===== config.mk =====
export PLATFORM = sky130hd
export DESIGN_NAME = jpeg_block_huffman_encoder
export DESIGN_NICKNAME = d
export VERILOG_FILES = /design/src/hw/rtl/jbh_pkg.sv /design/src/hw/rtl/jpeg_block_huffman_encoder.sv /design/src/hw/rtl/jbh_ctrl.sv /design/src/hw/rtl/jbh_datapath.sv
export VERILOG_INCLUDE_DIRS = /design/src /design/src/hw/rtl
export SDC_FILE = /design/constraint.sdc
export NUM_CORES = 1
export LEC_CHECK = 0
export ABC_AREA = 1
export BUFFER_PORTS_ARGS = -buffer_cell sky130_fd_sc_hd__buf_2
export CAP_MARGIN = 20
export CORE_MARGIN = 3
export CORE_UTILIZATION = 45
export DETAILED_ROUTE_END_ITERATION = 6
export GPL_ROUTABILITY_DRIVEN = 0
export HOLD_SLACK_MARGIN = 0.02
export PLACE_DENSITY = 0.65
export SLEW_MARGIN = 20
export SYNTH_ARGS = -nofsm -noshare
export SYNTH_HDL_FRONTEND = slang
export SYNTH_HIERARCHICAL = 1
export SYNTH_SLANG_ARGS = --single-unit
export TNS_END_PERCENT = 20

===== constraint.sdc =====
create_clock -name clk -period 23.1 [get_ports clk]
set_input_delay 3.465 -clock clk [delete_from_list [all_inputs] [get_ports clk]]
set_output_delay 3.465 -clock clk [all_outputs]
set_load 0.02 [all_outputs]

===== src/hw/rtl/jpeg_block_huffman_encoder_macros.svh =====
// ---------------------------------------------------------------------------
// Assertion macros for the block Huffman encoder
// ---------------------------------------------------------------------------
`ifndef JPEG_BLOCK_HUFFMAN_ENCODER_MACROS_SVH
`define JPEG_BLOCK_HUFFMAN_ENCODER_MACROS_SVH

// implication checked on every clock edge outside reset
`define JBH_ASSERT_IMP(lbl, clk, rst_n, ante, cons, msg) \
	lbl: assert property (@(posedge clk) disable iff (!rst_n) (ante) |-> (cons)) \
		else $error(msg);

// implication with the consequent checked in the cycle after the antecedent
`define JBH_ASSERT_NXT(lbl, clk, rst_n, ante, cons, msg) \
	lbl: assert property (@(posedge clk) disable iff (!rst_n) (ante) |=> (cons)) \
		else $error(msg);

`endif


===== src/hw/rtl/jbh_pkg.sv =====
// ---------------------------------------------------------------------------
// jbh_pkg
// Shared types, constants and Huffman tables of the block encoder.
// ---------------------------------------------------------------------------
package jbh_pkg;

	localparam int BLOCK_SIZE = 64;
	localparam int RUN_LIMIT  = 16;
	localparam int SIZES_PER_RUN = 10;
	localparam int DC_MAX = 2047;
	localparam int AC_MAX = 1023;

	localparam logic [15:0] EOB_CODE = 16'h000A;
	localparam logic [4:0]  EOB_LEN  = 5'd4;
	localparam logic [15:0] ZRL_CODE = 16'h07F9;
	localparam logic [4:0]  ZRL_LEN  = 5'd11;

	localparam logic [1:0] KIND_DC  = 2'd0;
	localparam logic [1:0] KIND_AC  = 2'd1;
	localparam logic [1:0] KIND_ZRL = 2'd2;
	localparam logic [1:0] KIND_EOB = 2'd3;

	localparam logic REG_DC_PRED   = 1'b0;
	localparam logic REG_DEAD_ZONE = 1'b1;

	typedef enum logic [2:0] {
		ST_LOAD,
		ST_DC,
		ST_READ,
		ST_SCAN,
		ST_ZRL,
		ST_EOB
	} jbh_state_t;

	// controller -> datapath
	typedef struct packed {
		logic       dc_emit;   // build DC symbol
		logic       rd_en;     // fetch next AC entry
		logic       ac_emit;   // build AC run/size symbol
		logic       zrl_emit;
		logic       eob_emit;
		logic       run_clr;
		logic       run_inc;
		logic       run_dec16;
		logic       last;      // symbol closes the block
	} jbh_cmd_t;

	// datapath -> controller
	typedef struct packed {
		logic       is_zero;   // fetched AC falls in the dead zone
		logic       run_ge16;
		logic       at_last;   // fetched AC is position 63
		logic       out_busy;  // output register holds an untaken beat
	} jbh_sts_t;

	typedef struct packed {
		logic [1:0]  kind;
		logic [15:0] code;
		logic [4:0]  len;
		logic [10:0] amp;
		logic [3:0]  alen;
		logic        last;
	} jbh_sym_t;

	function automatic logic [5:0] zig_pos(input logic [5:0] r);
		logic [5:0] z;
		case (r)
			6'd0: z = 6'd0;   6'd1: z = 6'd1;   6'd2: z = 6'd5;   6'd3: z = 6'd6;
			6'd4: z = 6'd14;  6'd5: z = 6'd15;  6'd6: z = 6'd27;  6'd7: z = 6'd28;
			6'd8: z = 6'd2;   6'd9: z = 6'd4;   6'd10: z = 6'd7;  6'd11: z = 6'd13;
			6'd12: z = 6'd16; 6'd13: z = 6'd26; 6'd14: z = 6'd29; 6'd15: z = 6'd42;
			6'd16: z = 6'd3;  6'd17: z = 6'd8;  6'd18: z = 6'd12; 6'd19: z = 6'd17;
			6'd20: z = 6'd25; 6'd21: z = 6'd30; 6'd22: z = 6'd41; 6'd23: z = 6'd43;
			6'd24: z = 6'd9;  6'd25: z = 6'd11; 6'd26: z = 6'd18; 6'd27: z = 6'd24;
			6'd28: z = 6'd31; 6'd29: z = 6'd40; 6'd30: z = 6'd44; 6'd31: z = 6'd53;
			6'd32: z = 6'd10; 6'd33: z = 6'd19; 6'd34: z = 6'd23; 6'd35: z = 6'd32;
			6'd36: z = 6'd39; 6'd37: z = 6'd45; 6'd38: z = 6'd52; 6'd39: z = 6'd54;
			6'd40: z = 6'd20; 6'd41: z = 6'd22; 6'd42: z = 6'd33; 6'd43: z = 6'd38;
			6'd44: z = 6'd46; 6'd45: z = 6'd51; 6'd46: z = 6'd55; 6'd47: z = 6'd60;
			6'd48: z = 6'd21; 6'd49: z = 6'd34; 6'd50: z = 6'd37; 6'd51: z = 6'd47;
			6'd52: z = 6'd50; 6'd53: z = 6'd56; 6'd54: z = 6'd59; 6'd55: z = 6'd61;
			6'd56: z = 6'd35; 6'd57: z = 6'd36; 6'd58: z = 6'd48; 6'd59: z = 6'd49;
			6'd60: z = 6'd57; 6'd61: z = 6'd58; 6'd62: z = 6'd62; default: z = 6'd63;
		endcase
		return z;
	endfunction

	function automatic logic [15:0] dc_code(input logic [3:0] c);
		logic [15:0] v;
		case (c)
			4'd0: v = 16'h000; 4'd1: v = 16'h002; 4'd2: v = 16'h003; 4'd3: v = 16'h004;
			4'd4: v = 16'h005; 4'd5: v = 16'h006; 4'd6: v = 16'h00E; 4'd7: v = 16'h01E;
			4'd8: v = 16'h03E; 4'd9: v = 16'h07E; 4'd10: v = 16'h0FE;
			default: v = 16'h1FE;
		endcase
		return v;
	endfunction

	function automatic logic [4:0] dc_len(input logic [3:0] c);
		logic [4:0] v;
		case (c)
			4'd0: v = 5'd2;
			4'd1, 4'd2, 4'd3, 4'd4, 4'd5: v = 5'd3;
			4'd6: v = 5'd4; 4'd7: v = 5'd5; 4'd8: v = 5'd6; 4'd9: v = 5'd7;
			4'd10: v = 5'd8;
			default: v = 5'd9;
		endcase
		return v;
	endfunction

	// rank of a long code among the 16-bit entries in table order
	function automatic logic [7:0] long_rank(input logic [7:0] idx);
		logic [7:0] r;
		if (idx < 8'd10)       r = idx - 8'd8;
		else if (idx < 8'd20)  r = idx - 8'd13;
		else if (idx < 8'd30)  r = idx - 8'd17;
		else if (idx < 8'd40)  r = idx - 8'd20;
		else if (idx < 8'd50)  r = idx - 8'd22;
		else if (idx < 8'd60)  r = idx - 8'd24;
		else if (idx < 8'd70)  r = idx - 8'd26;
		else if (idx < 8'd80)  r = idx - 8'd28;
		else if (idx < 8'd90)  r = idx - 8'd30;
		else if (idx < 8'd100) r = idx - 8'd31;
		else if (idx < 8'd110) r = idx - 8'd32;
		else if (idx < 8'd120) r = idx - 8'd33;
		else if (idx < 8'd130) r = idx - 8'd34;
		else                   r = idx - 8'd35;
		return r;
	endfunction

	// AC code word by run and size; entries not listed follow the long-code
	// rule 0xFF82 + index - 8 (shifted by the short codes in between)
	function automatic logic [15:0] ac_code(input logic [3:0] run, input logic [3:0] size);
		logic [7:0]  idx;
		logic [15:0] v;
		idx = 8'(run) * 8'd10 + 8'(size) - 8'd1;
		case (idx)
			8'd0: v = 16'h0000; 8'd1: v = 16'h0001; 8'd2: v = 16'h0004; 8'd3: v = 16'h000B;
			8'd4: v = 16'h001A; 8'd5: v = 16'h0078; 8'd6: v = 16'h00F8; 8'd7: v = 16'h03F6;
			8'd10: v = 16'h000C; 8'd11: v = 16'h001B; 8'd12: v = 16'h0079;
			8'd13: v = 16'h01F6; 8'd14: v = 16'h07F6;
			8'd20: v = 16'h001C; 8'd21: v = 16'h00F9; 8'd22: v = 16'h03F7; 8'd23: v = 16'h0FF4;
			8'd30: v = 16'h003A; 8'd31: v = 16'h01F7; 8'd32: v = 16'h0FF5;
			8'd40: v = 16'h003B; 8'd41: v = 16'h03F8;
			8'd50: v = 16'h007A; 8'd51: v = 16'h07F7;
			8'd60: v = 16'h007B; 8'd61: v = 16'h0FF6;
			8'd70: v = 16'h00FA; 8'd71: v = 16'h0FF7;
			8'd80: v = 16'h01F8; 8'd81: v = 16'h7FC0;
			8'd90: v = 16'h01F9; 8'd100: v = 16'h01FA;
			8'd110: v = 16'h03F9; 8'd120: v = 16'h03FA; 8'd130: v = 16'h07F8;
			default: v = 16'hFF82 + 16'(long_rank(idx));
		endcase
		return v;
	endfunction

	function automatic logic [4:0] ac_len(input logic [3:0] run, input logic [3:0] size);
		logic [7:0] idx;
		logic [4:0] v;
		idx = 8'(run) * 8'd10 + 8'(size) - 8'd1;
		case (idx)
			8'd0, 8'd1: v = 5'd2; 8'd2: v = 5'd3; 8'd3: v = 5'd4; 8'd4: v = 5'd5;
			8'd5: v = 5'd7; 8'd6: v = 5'd8; 8'd7: v = 5'd10;
			8'd10: v = 5'd4; 8'd11: v = 5'd5; 8'd12: v = 5'd7; 8'd13: v = 5'd9;
			8'd14: v = 5'd11;
			8'd20: v = 5'd5; 8'd21: v = 5'd8; 8'd22: v = 5'd10; 8'd23: v = 5'd12;
			8'd30: v = 5'd6; 8'd31: v = 5'd9; 8'd32: v = 5'd12;
			8'd40: v = 5'd6; 8'd41: v = 5'd10;
			8'd50: v = 5'd7; 8'd51: v = 5'd11;
			8'd60: v = 5'd7; 8'd61: v = 5'd12;
			8'd70: v = 5'd8; 8'd71: v = 5'd12;
			8'd80: v = 5'd9; 8'd81: v = 5'd15;
			8'd90: v = 5'd9; 8'd100: v = 5'd9;
			8'd110: v = 5'd10; 8'd120: v = 5'd10; 8'd130: v = 5'd11;
			default: v = 5'd16;
		endcase
		return v;
	endfunction

	// bit length of a magnitude of up to 11 bits
	function automatic logic [3:0] category(input logic [10:0] mag);
		logic [3:0] c;
		c = 4'd0;
		for (int i = 0; i < 11; i++) begin
			if (mag[i]) c = 4'(i + 1);
		end
		return c;
	endfunction

endpackage


===== src/hw/rtl/jpeg_block_huffman_encoder.sv =====
// After the 64th coefficient the controller enters its DC state, which registers
// the DC symbol in the output register once that register holds no untaken beat.
// The scan reads each AC position, then tests it; ZRL and EOB symbols have their
// own states. There is one block store, so no loading happens during the scan.
// Reset clears control, load index and predictor; the block store is not cleared.
// ---------------------------------------------------------------------------
// jpeg_block_huffman_encoder
// Zigzag store and baseline luminance Huffman symbol encoder for 8x8 blocks.
// ---------------------------------------------------------------------------
module jpeg_block_huffman_encoder #(
	parameter int COEFF_WIDTH = 12
) (
	input  logic                   clk,
	input  logic                   arst_n,
	input  logic                   s_axis_tvalid,
	output logic                   s_axis_tready,
	input  logic [15:0]            s_axis_tdata,   // coefficient
	output logic                   m_axis_tvalid,
	input  logic                   m_axis_tready,
	// code_bits, code_length, amplitude_bits, amplitude_length, pad
	output logic [39:0]            m_axis_tdata,
	output logic [1:0]             m_axis_tuser,   // symbol_kind
	output logic                   m_axis_tlast,   // block_end
	input  logic                   cfg_valid,
	output logic                   cfg_ready,
	input  logic                   cfg_index,
	input  logic [3:0]             cfg_data
);

	logic dc_pred_q;
	logic [3:0] dead_zone_q;
	logic loading, blk_full, wr_en, out_valid;
	jbh_pkg::jbh_cmd_t cmd;
	jbh_pkg::jbh_sts_t sts;
	jbh_pkg::jbh_sym_t sym;

	assign cfg_ready = 1'b1;
	always_ff @(posedge clk or negedge arst_n) begin
		if (!arst_n) begin
			dc_pred_q   <= 1'b0;
			dead_zone_q <= 4'd1;
		end else if (cfg_valid) begin
			if (cfg_index == jbh_pkg::REG_DC_PRED) dc_pred_q <= cfg_data[0];
			else dead_zone_q <= cfg_data;
		end
	end

	assign s_axis_tready = loading;
	assign wr_en = s_axis_tvalid && loading;

	jbh_ctrl u_ctrl (
		.clk      (clk),
		.arst_n   (arst_n),
		.blk_full (blk_full),
		.sts      (sts),
		.cmd      (cmd),
		.loading  (loading)
	);

	jbh_datapath #(.COEFF_WIDTH(COEFF_WIDTH)) u_dp (
		.clk        (clk),
		.arst_n     (arst_n),
		.wr_en      (wr_en),
		.wr_data    (s_axis_tdata[COEFF_WIDTH-1:0]),
		.blk_full   (blk_full),
		.dc_pred_en (dc_pred_q),
		.dead_zone  (dead_zone_q),
		.cmd        (cmd),
		.sts        (sts),
		.out_valid  (out_valid),
		.out_ready  (m_axis_tready),
		.out_sym    (sym)
	);

	assign m_axis_tvalid = out_valid;
	assign m_axis_tdata  = {4'd0, sym.alen, sym.amp, sym.len, sym.code};
	assign m_axis_tuser  = sym.kind;
	assign m_axis_tlast  = sym.last;

endmodule


===== src/hw/rtl/jbh_ctrl.sv =====
// ---------------------------------------------------------------------------
// jbh_ctrl
// Sequencer: loads a block, then walks the zigzag store and issues symbols.
// ---------------------------------------------------------------------------
module jbh_ctrl (
	input  logic                clk,
	input  logic                arst_n,
	input  logic                blk_full,   // 64th coefficient accepted
	input  jbh_pkg::jbh_sts_t   sts,
	output jbh_pkg::jbh_cmd_t   cmd,
	output logic                loading
);

	jbh_pkg::jbh_state_t state_q, state_d;

	always_ff @(posedge clk or negedge arst_n) begin
		if (!arst_n) begin
			state_q <= jbh_pkg::ST_LOAD;
		end else begin
			state_q <= state_d;
		end
	end

	always_comb begin
		state_d = state_q;
		case (state_q)
			jbh_pkg::ST_LOAD: if (blk_full) state_d = jbh_pkg::ST_DC;
			jbh_pkg::ST_DC: if (!sts.out_busy) state_d = jbh_pkg::ST_READ;
			jbh_pkg::ST_READ: state_d = jbh_pkg::ST_SCAN;
			jbh_pkg::ST_SCAN: begin
				if (sts.is_zero) begin
					if (sts.at_last) state_d = jbh_pkg::ST_EOB;
					else state_d = jbh_pkg::ST_READ;
				end else if (sts.run_ge16) begin
					state_d = jbh_pkg::ST_ZRL;
				end else if (!sts.out_busy) begin
					if (sts.at_last) state_d = jbh_pkg::ST_LOAD;
					else state_d = jbh_pkg::ST_READ;
				end
			end
			jbh_pkg::ST_ZRL: if (!sts.out_busy) state_d = jbh_pkg::ST_SCAN;
			jbh_pkg::ST_EOB: if (!sts.out_busy) state_d = jbh_pkg::ST_LOAD;
			default: state_d = jbh_pkg::ST_LOAD;
		endcase
	end

	always_comb begin
		cmd = '0;
		loading = 1'b0;
		case (state_q)
			jbh_pkg::ST_LOAD: loading = 1'b1;
			jbh_pkg::ST_DC: begin
				cmd.dc_emit = !sts.out_busy;
				cmd.run_clr = 1'b1;
			end
			jbh_pkg::ST_READ: cmd.rd_en = 1'b1;
			jbh_pkg::ST_SCAN: begin
				if (sts.is_zero) begin
					// trailing zeros at the end close with EOB
					cmd.run_inc = 1'b1;
				end else if (!sts.run_ge16 && !sts.out_busy) begin
					cmd.ac_emit = 1'b1;
					cmd.run_clr = 1'b1;
					cmd.last    = sts.at_last;
				end
			end
			jbh_pkg::ST_ZRL: begin
				cmd.zrl_emit  = !sts.out_busy;
				cmd.run_dec16 = !sts.out_busy;
			end
			jbh_pkg::ST_EOB: begin
				cmd.eob_emit = !sts.out_busy;
				cmd.last     = 1'b1;
			end
			default: ;
		endcase
	end

endmodule


===== src/hw/rtl/jbh_datapath.sv =====
// ---------------------------------------------------------------------------
// jbh_datapath
// Zigzag block store, DC predictor, run counter and symbol output register.
// ---------------------------------------------------------------------------
`include "jpeg_block_huffman_encoder_macros.svh"

module jbh_datapath #(
	parameter int COEFF_WIDTH = 12
) (
	input  logic                      clk,
	input  logic                      arst_n,
	input  logic                      wr_en,
	input  logic signed [COEFF_WIDTH-1:0] wr_data,
	output logic                      blk_full,
	input  logic                      dc_pred_en,
	input  logic [3:0]                dead_zone,
	input  jbh_pkg::jbh_cmd_t         cmd,
	output jbh_pkg::jbh_sts_t         sts,
	output logic                      out_valid,
	input  logic                      out_ready,
	output jbh_pkg::jbh_sym_t         out_sym
);

	logic signed [COEFF_WIDTH-1:0] store_q [jbh_pkg::BLOCK_SIZE];
	logic [5:0]  load_idx_q;
	logic [5:0]  rd_idx_q;
	logic signed [COEFF_WIDTH-1:0] rd_data_q;
	logic signed [11:0] prev_dc_q;
	logic [5:0]  run_q;
	logic        busy_q;
	jbh_pkg::jbh_sym_t sym_q;

	// load side: store by zigzag position
	always_ff @(posedge clk) begin
		if (wr_en) store_q[jbh_pkg::zig_pos(load_idx_q)] <= wr_data;
	end

	always_ff @(posedge clk or negedge arst_n) begin
		if (!arst_n) begin
			load_idx_q <= '0;
		end else if (wr_en) begin
			load_idx_q <= load_idx_q + 6'd1;
		end
	end
	assign blk_full = wr_en && (load_idx_q == 6'd63);

	// scan read port; DC reads entry 0 first
	always_ff @(posedge clk or negedge arst_n) begin
		if (!arst_n) begin
			rd_idx_q <= '0;
		end else if (blk_full) begin
			rd_idx_q <= 6'd0;
		end else if (cmd.rd_en) begin
			rd_idx_q <= rd_idx_q + 6'd1;
		end
	end

	// hold the fetched entry while a symbol waits or ZRLs go out
	always_ff @(posedge clk) begin
		if (cmd.rd_en || blk_full)
			rd_data_q <= store_q[cmd.rd_en ? rd_idx_q + 6'd1 : 6'd0];
	end

	// saturation and magnitude
	logic signed [16:0] rd_ext;
	logic [16:0] rd_mag;
	logic signed [12:0] dc_sat;
	logic signed [13:0] dc_diff;
	logic signed [12:0] diff_sat;
	logic [10:0] dc_mag;
	logic [3:0]  dc_cat;
	logic [10:0] dc_amp;
	logic signed [11:0] ac_sat;
	logic [10:0] ac_mag;
	logic [3:0]  ac_cat;
	logic [10:0] ac_amp;

	always_comb begin
		rd_ext = 17'(rd_data_q);
		rd_mag = rd_ext[16] ? 17'(-rd_ext) : 17'(rd_ext);

		if (rd_ext > 17'(jbh_pkg::DC_MAX))
			dc_sat = 13'sd2047;
		else if (rd_ext < -17'(jbh_pkg::DC_MAX))
			dc_sat = -13'sd2047;
		else
			dc_sat = 13'(rd_ext);

		dc_diff = dc_pred_en ? 14'(dc_sat) - 14'(prev_dc_q) : 14'(dc_sat);
		if (dc_diff > 14'sd2047) diff_sat = 13'sd2047;
		else if (dc_diff < -14'sd2047) diff_sat = -13'sd2047;
		else diff_sat = 13'(dc_diff);

		dc_mag = diff_sat[12] ? 11'(-diff_sat) : 11'(diff_sat);
		dc_cat = jbh_pkg::category(dc_mag);
		dc_amp = diff_sat[12] ? 11'(diff_sat - 13'sd1) & 11'((12'd1 << dc_cat) - 12'd1)
			: dc_mag;

		if (rd_ext > 17'(jbh_pkg::AC_MAX))
			ac_sat = 12'sd1023;
		else if (rd_ext < -17'(jbh_pkg::AC_MAX))
			ac_sat = -12'sd1023;
		else
			ac_sat = 12'(rd_ext);
		ac_mag = ac_sat[11] ? 11'(-ac_sat) : 11'(ac_sat);
		ac_cat = jbh_pkg::category(ac_mag);
		ac_amp = ac_sat[11] ? 11'(ac_sat - 12'sd1) & 11'((12'd1 << ac_cat) - 12'd1)
			: ac_mag;
	end

	always_ff @(posedge clk or negedge arst_n) begin
		if (!arst_n) begin
			prev_dc_q <= '0;
		end else if (cmd.dc_emit) begin
			prev_dc_q <= 12'(dc_sat);
		end
	end

	always_ff @(posedge clk or negedge arst_n) begin
		if (!arst_n) begin
			run_q <= '0;
		end else if (cmd.run_clr) begin
			run_q <= '0;
		end else if (cmd.run_inc) begin
			run_q <= run_q + 6'd1;
		end else if (cmd.run_dec16) begin
			run_q <= run_q - 6'd16;
		end
	end

	assign sts.is_zero  = rd_mag <= 17'(dead_zone);
	assign sts.run_ge16 = run_q >= 6'd16;
	assign sts.at_last  = rd_idx_q == 6'd63;
	assign sts.out_busy = busy_q && !out_ready;

	logic emit;
	assign emit = cmd.dc_emit | cmd.ac_emit | cmd.zrl_emit | cmd.eob_emit;

	always_ff @(posedge clk or negedge arst_n) begin
		if (!arst_n) begin
			busy_q <= 1'b0;
		end else if (emit) begin
			busy_q <= 1'b1;
		end else if (out_ready) begin
			busy_q <= 1'b0;
		end
	end

	always_ff @(posedge clk) begin
		if (emit) begin
			sym_q.last <= cmd.last;
			if (cmd.dc_emit) begin
				sym_q.kind <= jbh_pkg::KIND_DC;
				sym_q.code <= jbh_pkg::dc_code(dc_cat);
				sym_q.len  <= jbh_pkg::dc_len(dc_cat);
				sym_q.amp  <= dc_amp;
				sym_q.alen <= dc_cat;
			end else if (cmd.ac_emit) begin
				sym_q.kind <= jbh_pkg::KIND_AC;
				sym_q.code <= jbh_pkg::ac_code(run_q[3:0], ac_cat);
				sym_q.len  <= jbh_pkg::ac_len(run_q[3:0], ac_cat);
				sym_q.amp  <= ac_amp;
				sym_q.alen <= ac_cat;
			end else if (cmd.zrl_emit) begin
				sym_q.kind <= jbh_pkg::KIND_ZRL;
				sym_q.code <= jbh_pkg::ZRL_CODE;
				sym_q.len  <= jbh_pkg::ZRL_LEN;
				sym_q.amp  <= '0;
				sym_q.alen <= '0;
			end else begin
				sym_q.kind <= jbh_pkg::KIND_EOB;
				sym_q.code <= jbh_pkg::EOB_CODE;
				sym_q.len  <= jbh_pkg::EOB_LEN;
				sym_q.amp  <= '0;
				sym_q.alen <= '0;
			end
		end
	end

	assign out_valid = busy_q;
	assign out_sym   = sym_q;

	`JBH_ASSERT_IMP(a_no_overwrite, clk, arst_n, busy_q && !out_ready, !emit,
		"symbol issued over an untaken beat")
	`JBH_ASSERT_IMP(a_one_emit, clk, arst_n, emit,
		$onehot({cmd.dc_emit, cmd.ac_emit, cmd.zrl_emit, cmd.eob_emit}),
		"more than one symbol kind issued")
	`JBH_ASSERT_NXT(a_run_bound, clk, arst_n, cmd.ac_emit, run_q == 6'd0,
		"run not cleared after AC symbol")

endmodule

==> run metrics <==
status complete, no violations; initial antenna violation count 0; Max Clk Rate 109 MHz; vias in the first global route 28737; # port buffers 62; CTS buffer count between 80 and 90; worst path required time 23.46 ns; clk_lat worst skew 0.66 ns; share of the synthesized area in the top cell type 59.4%; DR DRC count 0; Pint 3.51 mW; static leakage 16.6 nW; fin crit period 9.21 ns; Ports slightly above 70; switch share between 40% and 50%; first-pass GRT wire length ~170 mm; die boundary width 309 um; CP Capture Type register; DR iter-0 viols 3050; CTS root buffer clkbuf_16; Reg area 25500 sq um; area taken by multi-input logic gates 13900 sq um; Worst Skew around 0.051 ns; WHS 0.483 ns; sw power 2.84 mW; Synth Instances 3961; combinational group share of total power 48.5%; H-tree levels 3; worst hold path type reg -> reg; aggregate global routing overflow 0; critical path startpoint category register; final hold violations 0; die height 309 um; Synth Flop Type edfxtp_1; DR vias 30439; warning count from the yosys run 6; clock slew at reported path FFs 0.06 ns; maximum VDD drop about 0.087 mV; biggest area consumer among synthesized cells edfxtp_1; TritonCTS clock tree yes; Synth async-reset ratio 4.56%; Final period util 39.9%; Synth Cell Area between 40000 and 50000 sq um; largest net degree at the start of global routing 136; Reg power frac 30.2%; synth unique cells between 70 and 80; setup_tns 0 ns; Rows 110; fill cell count 8086; Setup CP Type reg -> reg; Least-Margin Pin Slew 1.05 ns; Critical Path Fanout Max 15; synth top area cells edfxtp_1 59%, nor2_1 6.2%, o21ai_0 5.7%, nand2_1 4.4%, nand3_1 2.6%; Yosys reg bits around 860; Final Net Count roughly 4100; unrepaired setup endpoints after global routing no; Post-synth top cells 817 x edfxtp_1, 683 x nor2_1, 479 x nand2_1, 467 x o21ai_0, 265 x inv_1; Sink Count 856; Power Density around 140 nW/um^2; max incr delay on CP just under 0.5 ns; EDFF count, synth 817; die area 95500 sq um; Slew headroom between 20% and 30%; CTS Hold Buffers Added 0; gr usage total 22.6%; Final setup viols 0; most common cell in the netlist edfxtp_1; First-pass DRT Iterations 5; Area Overhead vs Synth 10.7%; hpwl dp roughly 65 mm; clock power share 21.3%; Final Slew Violations 0; Antenna Violating Nets Remaining 0; r2r setup slk around 14 ns; DR WL/cell 21.0 um; post-CTS sizing 0; Post-CTS Setup Bufs 0; crit-path most repeated cell nand2_1; MaxCap Viol Count 0; layout cells sized above 1 10.2%; Initial Utilization 45.6%; Tot Pwr 6.35 mW; deepest clock path buffer count 3; sequential cell area fraction in the yosys report 61.7%; CP arrival 9.57 ns; Post-Route WL between 100 and 150 mm; # diodes 0; Worst path slowest cell ha_1; Core Area 90600 sq um; Mapped Avg Cell Area 10.4 sq um; via-per-instance ratio ~5.8
## path summary, 6_finish.rpt
check                                    end  depth (start not counted)         startpoint
setup reg to reg            u_dp/out_sym[31]                         53  u_dp/rd_data_q[0]
hold / removal                dead_zone_q[2]                          2     dead_zone_q[2]
max in group asynchronous   u_dp/rd_idx_q[4]                          2             arst_n
setup / recovery            u_dp/out_sym[31]                         53  u_dp/rd_data_q[0]
min in group asynchronous  u_dp/prev_dc_q[8]                          2             arst_n
hold reg to reg               dead_zone_q[2]                          2     dead_zone_q[2]
## cell type report
| type | count | share of cell area [%] |
|---|---|---|
| Sequential cell | 856 | 55.8 |
| Multi-Input combinational cell | 2599 | 30.4 |
| Clock buffer | 107 | 4.92 |
| Tap cell | 1176 | 3.22 |
| Inverter | 297 | 2.48 |
| Timing Repair Buffer | 149 | 2.15 |
| Clock inverter | 51 | 1.05 |
## power by group through the flow
stage	Sequential, mW	Clock, mW	Combinational, mW
global route	1.93	1.44	3.40
detailed placement	1.95	0	3.02
global placement	1.95	0	2.99
CTS	1.92	1.37	3.03
floorplan	1.97	0	2.18
finish	1.92	1.35	3.08
## cells in the final DEF (no fill, tap or decap), drive strengths merged, types with 27 or more instances in the layout
cell type | Yosys | layout
xor2 | 29 | 29
dfrtp | 38 | 38
buf | 37 | 149
ha | 76 | 76
nor3 | 34 | 34
o221ai | 115 | 115
nand3 | 227 | 227
nor2 | 702 | 702
nand2 | 518 | 518
clkinv | 8 | 48
a21oi | 90 | 90
edfxtp | 817 | 817
nand4 | 27 | 27
clkbuf | 175 | 107
o21ai | 501 | 501
inv | 289 | 292
o22ai | 54 | 54
o211ai | 71 | 71
## flip-flops by register name (all words and copies together), names as in the netlist
name             flops
u_dp/prev_dc_q      12
u_dp/out_valid       1
u_dp/rd_idx_q        6
u_dp/run_q           6
dc_pred_q            1
u_ctrl/state_q       3
u_dp/rd_data_q      12
u_dp/load_idx_q      6
u_dp/out_sym        37
u_dp/store_q       768
dead_zone_q          4
## metrics by stage
step	instance area, sq um	worst slack [ns]	cells	utilization, %
6_report	45700	13.89	5235	50.5
5_1_grt	45700	12.83	5235	50.5
4_1_cts	45700	13.95	5234	50.5
3_5_place_dp	43000	13.97	5076	47.4
3_3_place_gp	43000	13.99	5076	47.4
2_1_floorplan	41300	15.45	3964	-
## worst max-delay path: cells and delay by family, from the launching register on
kind,cells,cell delay (ns)
AND/OR/NAND/NOR,29,2.92
buffers and inverters,8,1.35
XOR/XNOR,1,0.15
adder cells (fa/ha/maj),8,2.63
AO/OA/AOI/OAI,7,1.45
flip-flops,1,0.43
## cell families (layout without fill, tap and decap cells)
group                    count (synthesis)  after routing  share of synthesized area [%]
flip-flops                             856            856                           61.7
XOR/XNOR                                39             39                          0.845
AND/OR/NAND/NOR                       1535           1535                           16.0
AO/OA/AOI/OAI                          941            941                           14.1
other                                    2              5                         0.0182
adder cells (fa/ha/maj)                 79             79                           2.45
buffers and inverters                  509            604                           4.83
## layer usage
layer  routed length [um]  GRT usage [%]  up-vias
li1                     -              -    14273
met2                52500           37.5     1250
met1                46500           31.2    14706
met4                 3120           7.15        0
met5                    0              0        -
met3                 7770           2.88      210
No activity file was read; power rests on OpenSTA's default activity.
